==> src/rtl/ucs_pkg.sv <==
// ucs_pkg: shared types and constants of the used channel stepper
// no dependencies; imported by the controller, datapath and top level
`timescale 1ns / 1ps

package ucs_pkg;

    // channel numbers run 1 .. CHANNEL_COUNT, carried in CH_W bits
    localparam int CHANNEL_COUNT = 16;
    localparam int CH_W          = 5;
    localparam int IDX_W         = $clog2(CHANNEL_COUNT);
    localparam int FREQ_W        = 32;
    localparam int TONE_W        = 6;
    localparam int STEP_W        = 8;
    localparam int KIND_W        = 2;

    localparam logic [CH_W-1:0] CH_FIRST = CH_W'(1);
    localparam logic [CH_W-1:0] CH_LAST  = CH_W'(CHANNEL_COUNT);

    // item kinds
    localparam logic [KIND_W-1:0] KIND_LOAD = 2'd0;
    localparam logic [KIND_W-1:0] KIND_STEP = 2'd1;
    localparam logic [KIND_W-1:0] KIND_HOME = 2'd2;

    typedef struct packed {
        logic [KIND_W-1:0]        kind;
        logic [CH_W-1:0]          entry_slot;
        logic                     entry_in_use;
        logic [FREQ_W-1:0]        entry_receive;
        logic [FREQ_W-1:0]        entry_transmit;
        logic                     entry_tone_enabled;
        logic [TONE_W-1:0]        entry_tone_number;
        logic signed [STEP_W-1:0] step_count;
        logic                     reverse_pressed;
    } item_t;

    typedef struct packed {
        logic [CH_W-1:0]   shown_channel;
        logic [FREQ_W-1:0] receive_frequency;
        logic [FREQ_W-1:0] transmit_frequency;
        logic              tone_enabled;
        logic [TONE_W-1:0] tone_number;
        logic              no_channel_available;
    } result_t;

    // stored part of a channel record (used flag kept apart)
    typedef struct packed {
        logic [FREQ_W-1:0] receive;
        logic [FREQ_W-1:0] transmit;
        logic              tone_enabled;
        logic [TONE_W-1:0] tone_number;
    } record_t;

    typedef struct packed {
        logic capture;   // latch the accepted beat, write a load, set up the walk
        logic advance;   // move one channel position
        logic emit;      // fill the output register
    } ctl_cmd_t;

    typedef struct packed {
        logic walk_done;
    } dp_status_t;

endpackage

==> src/rtl/ucs_ctrl.sv <==
// ucs_ctrl: controller state machine of the used channel stepper
// depends on ucs_pkg; drives ucs_datapath through ctl_cmd_t
`timescale 1ns / 1ps

module ucs_ctrl import ucs_pkg::*; (
    input  logic       aclk,
    input  logic       aresetn,
    input  logic       s_tvalid,
    output logic       s_tready,
    output logic       m_tvalid,
    input  logic       m_tready,
    input  dp_status_t status,
    output ctl_cmd_t   cmd
);

    localparam logic [1:0] ST_IDLE = 2'd0;
    localparam logic [1:0] ST_WALK = 2'd1;
    localparam logic [1:0] ST_EMIT = 2'd2;

    logic [1:0] state_reg, state_next;
    logic       m_valid_reg, m_valid_next;
    logic       out_free;

    assign out_free = !m_valid_reg || m_tready;
    assign s_tready = (state_reg == ST_IDLE);
    assign m_tvalid = m_valid_reg;

    always_comb begin
        state_next   = state_reg;
        m_valid_next = m_valid_reg && !m_tready;
        cmd          = '0;
        case (state_reg)
            ST_IDLE: begin
                if (s_tvalid) begin
                    cmd.capture = 1'b1;
                    state_next  = ST_WALK;
                end
            end
            ST_WALK: begin
                if (status.walk_done) begin
                    state_next = ST_EMIT;
                end else begin
                    cmd.advance = 1'b1;
                end
            end
            ST_EMIT: begin
                if (out_free) begin
                    cmd.emit     = 1'b1;
                    m_valid_next = 1'b1;
                    state_next   = ST_IDLE;
                end
            end
            default: begin
                state_next = ST_IDLE;
            end
        endcase
    end

    always_ff @(posedge aclk) begin
        if (!aresetn) begin
            state_reg   <= ST_IDLE;
            m_valid_reg <= 1'b0;
        end else begin
            state_reg   <= state_next;
            m_valid_reg <= m_valid_next;
        end
    end

endmodule

==> src/rtl/ucs_datapath.sv <==
// ucs_datapath: channel table, current channel, walk counter and output register
// depends on ucs_pkg; commanded by ucs_ctrl
`timescale 1ns / 1ps

module ucs_datapath import ucs_pkg::*; (
    input  logic       aclk,
    input  logic       aresetn,
    input  logic       cfg_wr_en,
    input  logic       cfg_wr_data,
    input  item_t      item,
    input  ctl_cmd_t   cmd,
    output dp_status_t status,
    output result_t    result
);

    // control state
    logic                    write_mode_reg;
    logic [CH_W-1:0]         cur_reg, cur_next;
    logic [STEP_W-1:0]       left_reg, left_next;
    logic                    up_reg, up_next;
    logic                    count_all_reg, count_all_next;
    logic                    none_reg, none_next;
    logic [CHANNEL_COUNT-1:0] used_reg, used_next;
    logic [CHANNEL_COUNT-1:0] written_reg, written_next;

    // payload
    record_t                 rec_mem [CHANNEL_COUNT];
    logic                    reverse_reg;
    result_t                 result_reg;

    logic                    slot_ok;
    logic [IDX_W-1:0]        wr_idx;
    logic                    any_used;
    logic                    step_up;
    logic [STEP_W-1:0]       step_raw;
    logic [STEP_W-1:0]       step_mag;
    logic [CH_W-1:0]         cur_step;
    logic [CH_W-1:0]         cur_step_m1;
    logic [CH_W-1:0]         cur_m1;
    logic                    hit;
    logic [IDX_W-1:0]        rd_idx;
    record_t                 rd_rec;
    logic                    rd_used;
    logic                    is_load;

    assign slot_ok  = (item.entry_slot >= CH_FIRST) && (item.entry_slot <= CH_LAST);
    assign wr_idx   = item.entry_slot[IDX_W-1:0] - IDX_W'(1);
    assign any_used = |used_reg;
    assign is_load  = cmd.capture && (item.kind == KIND_LOAD) && slot_ok;

    assign step_raw = $unsigned(item.step_count);
    assign step_up  = !step_raw[STEP_W-1];
    assign step_mag = step_up ? step_raw : (~step_raw + STEP_W'(1));

    // one position around the ring
    always_comb begin
        if (up_reg) begin
            cur_step = (cur_reg >= CH_LAST) ? CH_FIRST : cur_reg + CH_W'(1);
        end else begin
            cur_step = (cur_reg <= CH_FIRST) ? CH_LAST : cur_reg - CH_W'(1);
        end
    end
    assign cur_step_m1 = cur_step - CH_W'(1);
    assign hit         = count_all_reg || used_reg[cur_step_m1[IDX_W-1:0]];

    assign status.walk_done = (left_reg == '0);

    always_comb begin
        cur_next       = cur_reg;
        left_next      = left_reg;
        up_next        = up_reg;
        count_all_next = count_all_reg;
        none_next      = none_reg;
        used_next      = used_reg;
        written_next   = written_reg;
        if (cmd.capture) begin
            none_next = 1'b0;
            left_next = '0;
            case (item.kind)
                KIND_LOAD: begin
                    if (slot_ok) begin
                        used_next[wr_idx]    = item.entry_in_use;
                        written_next[wr_idx] = 1'b1;
                    end
                end
                KIND_STEP: begin
                    up_next        = step_up;
                    count_all_next = write_mode_reg;
                    if (!write_mode_reg && !any_used) begin
                        none_next = (step_mag != '0);
                    end else begin
                        left_next = step_mag;
                    end
                end
                KIND_HOME: begin
                    // walk up one used channel from the top: lands on the lowest used
                    cur_next       = CH_LAST;
                    up_next        = 1'b1;
                    count_all_next = 1'b0;
                    left_next      = any_used ? STEP_W'(1) : '0;
                end
                default: begin
                    left_next = '0;
                end
            endcase
        end else if (cmd.advance) begin
            cur_next = cur_step;
            if (hit) begin
                left_next = left_reg - STEP_W'(1);
            end
        end
    end

    always_ff @(posedge aclk) begin
        if (!aresetn) begin
            write_mode_reg <= 1'b0;
            cur_reg        <= CH_LAST;
            left_reg       <= '0;
            up_reg         <= 1'b1;
            count_all_reg  <= 1'b0;
            none_reg       <= 1'b0;
            used_reg       <= '0;
            written_reg    <= '0;
        end else begin
            if (cfg_wr_en) begin
                write_mode_reg <= cfg_wr_data;
            end
            cur_reg       <= cur_next;
            left_reg      <= left_next;
            up_reg        <= up_next;
            count_all_reg <= count_all_next;
            none_reg      <= none_next;
            used_reg      <= used_next;
            written_reg   <= written_next;
        end
    end

    always_ff @(posedge aclk) begin
        if (is_load) begin
            rec_mem[wr_idx] <= '{receive:      item.entry_receive,
                                 transmit:     item.entry_transmit,
                                 tone_enabled: item.entry_tone_enabled,
                                 tone_number:  item.entry_tone_number};
        end
        if (cmd.capture) begin
            reverse_reg <= item.reverse_pressed;
        end
    end

    // record read at the current channel; never-loaded entries read as zero
    assign cur_m1  = cur_reg - CH_W'(1);
    assign rd_idx  = cur_m1[IDX_W-1:0];
    assign rd_rec  = written_reg[rd_idx] ? rec_mem[rd_idx] : '0;
    assign rd_used = used_reg[rd_idx];

    always_ff @(posedge aclk) begin
        if (cmd.emit) begin
            result_reg.shown_channel <= cur_reg;
            if (rd_used) begin
                result_reg.receive_frequency  <= reverse_reg ? rd_rec.transmit : rd_rec.receive;
                result_reg.transmit_frequency <= reverse_reg ? rd_rec.receive : rd_rec.transmit;
            end else begin
                result_reg.receive_frequency  <= '0;
                result_reg.transmit_frequency <= '0;
            end
            result_reg.tone_enabled         <= rd_rec.tone_enabled;
            result_reg.tone_number          <= rd_rec.tone_number;
            result_reg.no_channel_available <= none_reg;
        end
    end

    assign result = result_reg;

endmodule

==> src/rtl/used_channel_stepper_core.sv <==
// used_channel_stepper_core: top level of the used channel stepper
// depends on ucs_pkg, ucs_ctrl and ucs_datapath
`timescale 1ns / 1ps

// usage
//   s_ channel: one beat per command. s_tuser carries the kind (load, step, home),
//   s_tdata the record for a load, the signed step count and the reverse flag.
//   m_ channel: one beat per command with the current channel, its frequencies
//   (swapped when reverse is set, zero for an unused channel), tone fields and
//   the no-channel flag. cfg_wr_en / cfg_wr_data set write mode; write only
//   while no command is in flight.
// walk
//   a result is emitted once the walk around the ring is done. load and
//   home-with-nothing-used walk nothing; a step walks up to |count| x 16
//   positions, home up to 16. the walk is a single shared increment/decrement
//   unit stepping the current channel once per cycle, so items are handled
//   one at a time.
// reset
//   aresetn low clears the table to unused and zero, current channel to 16,
//   write mode off, and the output valid flag; the controller returns to idle.
// backpressure
//   the result sits in an output register until m_tready; the next input beat
//   is taken meanwhile and its result waits in the datapath for the slot.
module used_channel_stepper_core import ucs_pkg::*; (
    input  logic        aclk,
    input  logic        aresetn,
    // configuration
    input  logic        cfg_wr_en,
    input  logic        cfg_wr_data,    // write_mode
    // command stream
    input  logic        s_tvalid,
    output logic        s_tready,
    // [4:0] entry_slot, [5] entry_in_use, [37:6] entry_receive,
    // [69:38] entry_transmit, [70] entry_tone_enabled, [76:71] entry_tone_number,
    // [84:77] step_count, [85] reverse_pressed, [87:86] zero
    input  logic [87:0] s_tdata,
    input  logic [1:0]  s_tuser,        // [1:0] kind
    // result stream
    output logic        m_tvalid,
    input  logic        m_tready,
    // [4:0] shown_channel, [36:5] receive_frequency, [68:37] transmit_frequency,
    // [69] tone_enabled, [75:70] tone_number, [76] no_channel_available,
    // [79:77] zero
    output logic [79:0] m_tdata
);

    item_t      item;
    result_t    result;
    ctl_cmd_t   cmd;
    dp_status_t status;

    // unpack the input beat
    assign item.kind               = s_tuser;
    assign item.entry_slot         = s_tdata[4:0];
    assign item.entry_in_use       = s_tdata[5];
    assign item.entry_receive      = s_tdata[37:6];
    assign item.entry_transmit     = s_tdata[69:38];
    assign item.entry_tone_enabled = s_tdata[70];
    assign item.entry_tone_number  = s_tdata[76:71];
    assign item.step_count         = $signed(s_tdata[84:77]);
    assign item.reverse_pressed    = s_tdata[85];

    // sequencing: idle, walk the ring, hand over to the output register
    ucs_ctrl u_ctrl (
        .aclk     (aclk),
        .aresetn  (aresetn),
        .s_tvalid (s_tvalid),
        .s_tready (s_tready),
        .m_tvalid (m_tvalid),
        .m_tready (m_tready),
        .status   (status),
        .cmd      (cmd)
    );

    // channel table, current channel and result register
    ucs_datapath u_datapath (
        .aclk        (aclk),
        .aresetn     (aresetn),
        .cfg_wr_en   (cfg_wr_en),
        .cfg_wr_data (cfg_wr_data),
        .item        (item),
        .cmd         (cmd),
        .status      (status),
        .result      (result)
    );

    // pack the result beat
    assign m_tdata = {3'b000,
                      result.no_channel_available,
                      result.tone_number,
                      result.tone_enabled,
                      result.transmit_frequency,
                      result.receive_frequency,
                      result.shown_channel};

endmodule

==> config.mk <==
export PLATFORM = sky130hd
export DESIGN_NAME = used_channel_stepper_core
export DESIGN_NICKNAME = d
export VERILOG_FILES = /design/src/rtl/ucs_pkg.sv /design/src/rtl/ucs_ctrl.sv /design/src/rtl/ucs_datapath.sv /design/src/rtl/used_channel_stepper_core.sv
export SDC_FILE = /design/constraint.sdc
export NUM_CORES = 1
export LEC_CHECK = 0
export BUFFER_PORTS_ARGS = -buffer_cell sky130_fd_sc_hd__buf_2
export CAP_MARGIN = 15
export CORE_UTILIZATION = 47
export DETAILED_ROUTE_END_ITERATION = 12
export SETUP_SLACK_MARGIN = 0.05
export SYNTH_ARGS = -nofsm -noshare
export SYNTH_HDL_FRONTEND = slang
export SYNTH_SLANG_ARGS = --single-unit
export TNS_END_PERCENT = 1
==> constraint.sdc <==
create_clock -name aclk -period 19.34 [get_ports aclk]
set_clock_uncertainty 0.05 [all_clocks]
set_input_delay 0.967 -clock aclk [delete_from_list [all_inputs] [get_ports aclk]]
set_output_delay 0.967 -clock aclk [all_outputs]
set_load 0.01 [all_outputs]
==> metrics.md <==
| Metric | Value |
|---|---|
| Yosys reg bits | 1,266 |
| Placed Cells | 3,970 |
| Post-Syn Instances | 2,509 |
| Slew @ Worst Pin | 1.12 ns |
| Leakage | 17.5 nW |
| Class of the worst hold path | primary input to flop |
| Vias post-DR | 25,000 |
| Power density over cell area | 117 nW/um^2 |
| Gr ovfl total | 0 |
| Share of layout cells above drive strength 1 | 0.264 |
| Hold EP | u_datapath.reverse_reg |
| Vias in the first global route | 26,200 |
| Post-cts gate resize count | 0 |
| Count leader, synth | edfxtp_1 |
| Headroom to the max-slew limit | 0.254 |
| Post-DP HPWL | 58,200 microns |
| Pin count of the biggest net entering global routing | 154 |
| Fin. Hold Viols | 0 |
| Routed WL | 116,000 microns |
| Yosys warnings | 0 |
| Initial antenna violation count | 20 |
| Setup bufs post-CTS | 0 |
| Routability cong. | 0.842 |
| Antenna viol nets, final | 0 |
| Reg-to-reg slack, setup | 13.81 ns |
| Slew Viols, Final | 0 |
| Fraction of registers with async set/reset | 0 |
| Synth area leaders | edfxtp_1 73%, mux4_2 13%, dfxtp_1 2.1%, mux2i_1 1.8%, a211oi_1 1.2% |
| CP startpoint kind | flop |
| TritonCTS clock tree | yes |
| Post-route DRC | 52 |
| Initial core utilization | 0.474 |
| Hold path depth | 1 |
| Seq/Total Area, Yosys | 0.750 |
| Minimum clock period | 5.53 ns |
| Worst Path Max Fanout | 132 |
| CP max stage cell | ha_4 |
| # nets final | 2,819 |
| GRT Total Usage | 0.219 |
| Worst skew pair latency | 0.75 ns |
| Max FFs per register | 1,136 |
| Worst path cell trace | inv_2 -> ha_4 -> buf_12 -> buf_4 -> mux4_2 -> nand2_1 -> nand3_1 -> o21ai_4 -> buf_4 -> nor2_1 |
| Most frequent CP cell | buf_4 |
| Hold buffers post-CTS | 0 |
| Synth unique cells | 68 |
| CP required | 19.69 ns |
| Cell Area, Synth | 50,000 sq um |
| Crit end category | flop |
| Post-synth EDFFs | 1,214 |
| Worst r2r src | u_datapath.cur_reg[0] |
| H-tree levels | 4 |
| Maximum vdd drop | 79.5 uV |
| Clk slew on worst S/H paths | 0.06 ns |
| Part of the cycle the worst path needs | 0.286 |
| Maximum clock frequency | 0.181 GHz |
| Die Area | 108,000 sq um |
| Worst hold path startpoint | s_tdata[85] |
| Initial drt markers | 2,089 |
| Via-to-Cell Ratio | 5.92 |
| Failing checks | design-rule violations |
| Kind of critical path | flop to flop |
| Setup TNS | 0 ns |
| FP Rows | 119 |
| Max Buffers Root-to-Sink | 3 |
| Die Width | 328 microns |
| Num CTS Buffers | 132 |
| Top cells by count, synth | 1,214 x edfxtp_1, 292 x mux4_2, 92 x mux2i_1 |
| Syn Area/Cell | 19.9 sq um |
| Sink Count | 1,266 |
| Average wire per standard cell | 27.5 microns |
| Worst R2R Path Depth | 10 |
| Delay of the slowest critical-path stage | 0.87 ns |
| Area grow syn2layout | 13.8% |
| Io pins | 178 |
| Crit-path leading delay family | buffers and inverters |
| Critical path arrival | 5.88 ns |
| Layout Cells excl Fill | 4,218 |
| Synth top area share | 0.729 |
| First-pass GRT wire length | 171,000 microns |
| Status | complete, but fails checks |
| Synth Flop Type | edfxtp_1 |
| Root Buffer | clkbuf_16 |
| Final setup fails | 0 |
| Core Area | 105,000 sq um |
| Synth area leader | edfxtp_1 |
| Port-buffer cells | 172 |
| RSZ-0062 raised after global routing | no |
| Worst r2r dst | u_datapath.result[57] |
| First-pass detailed-route iteration total | 12 |
| Crit path buffers/inverters | 4 |
| Total of max-cap violations | 0 |
| Die Y | 328 microns |
## where the power goes
group | total (mW) | switching [mW] | internal (mW) | leakage (nW)
Combinational | 1.11 | 0.635 | 0.480 | 3.96
Clock | 2.51 | 1.05 | 1.46 | 2.11
Sequential | 3.05 | 0.0222 | 3.03 | 11.4
Total | 6.68 | 1.71 | 4.97 | 17.5
## final cells by class
cell class	instances	area, sq um
clock inverters	86	932
fillers	8174	48500
diodes	10	25.0
well taps	1391	1740
multi-input cells	1075	11900
clock buffers	151	3400
inverters	13	48.8
repair buffers	226	1320
flip-flops and latches	1266	37500
## cell usage in the layout, fill, tap and decap left out, drive strengths merged, types with 47 or more instances in the layout
master / instances
a21oi: 76
mux4: 292
a211oi: 79
nor3b: 66
edfxtp: 1214
nor2: 92
and2: 70
mux2i: 92
nand2: 47
buf: 226
a31oi: 67
dfxtp: 52
clkinv: 63
clkbuf: 151
## kinds of logic after synthesis
kind of cell | after synthesis | share of synthesized area
AOI/OAI and AO/OA | 300 | 0.0394
xor gates and xnor gates | 16 | 0.00280
adders and majority gates | 9 | 0.00225
buffers and inverters | 170 | 0.0149
DFF | 1266 | 0.750
muxes | 385 | 0.150
other | 1 | 0.0000750
and+or+nand+nor | 362 | 0.0403
## worst max-delay path by stage
| stage | from | to | slack (ns) | cells after the start |
|---|---|---|---|---|
| 3_3_place_gp | u_datapath.cur_reg[0] | u_datapath.result[57] | 13.65 | 10 |
| 4_1_cts | u_datapath.cur_reg[0] | u_datapath.result[57] | 13.60 | 10 |
| 2_1_floorplan | s_tvalid | u_datapath.used_reg[15] | 10.28 | 6 |
| 3_5_place_dp | u_datapath.cur_reg[0] | u_datapath.result[57] | 13.59 | 10 |
| 6_report | u_datapath.cur_reg[0] | u_datapath.result[57] | 13.81 | 10 |
| 5_1_grt | u_datapath.cur_reg[0] | u_datapath.left_reg[0] | 13.41 | 12 |
## metrics by stage
step / hold WS [ns] / instance area, sq um / power [mW] / setup slack, ns / utilization
floorplan: 0.353 / 50000 / 3.92 / 10.28 / -
global placement: 0.375 / 52500 / 4.22 / 13.65 / 0.498
detailed placement: 0.381 / 52500 / 4.23 / 13.59 / 0.498
CTS: 0.329 / 56900 / 6.74 / 13.60 / 0.539
global route: 0.343 / 56900 / 6.93 / 13.41 / 0.540
finish: 0.378 / 56900 / 6.68 / 13.81 / 0.540
## worst register-to-register path: stages (launching register included)
cell,delay (ns)
dfxtp_4,0.76
inv_2,0.20
ha_4,0.87
buf_12,0.66
buf_4,0.84
mux4_2,0.42
nand2_1,0.09
nand3_1,0.14
o21ai_4,0.12
buf_4,0.73
nor2_1,0.33
## per-layer routing
| layer | GRT usage | share of wire |
|---|---|---|
| met2 | 0.365 | 0.50 |
| met1 | 0.295 | 0.42 |
| met3 | 0.0368 | 0.056 |
| met5 | 0 | 0.00065 |
| met4 | 0.0655 | 0.022 |
Note: power is estimated with default switching activity, not from simulation.
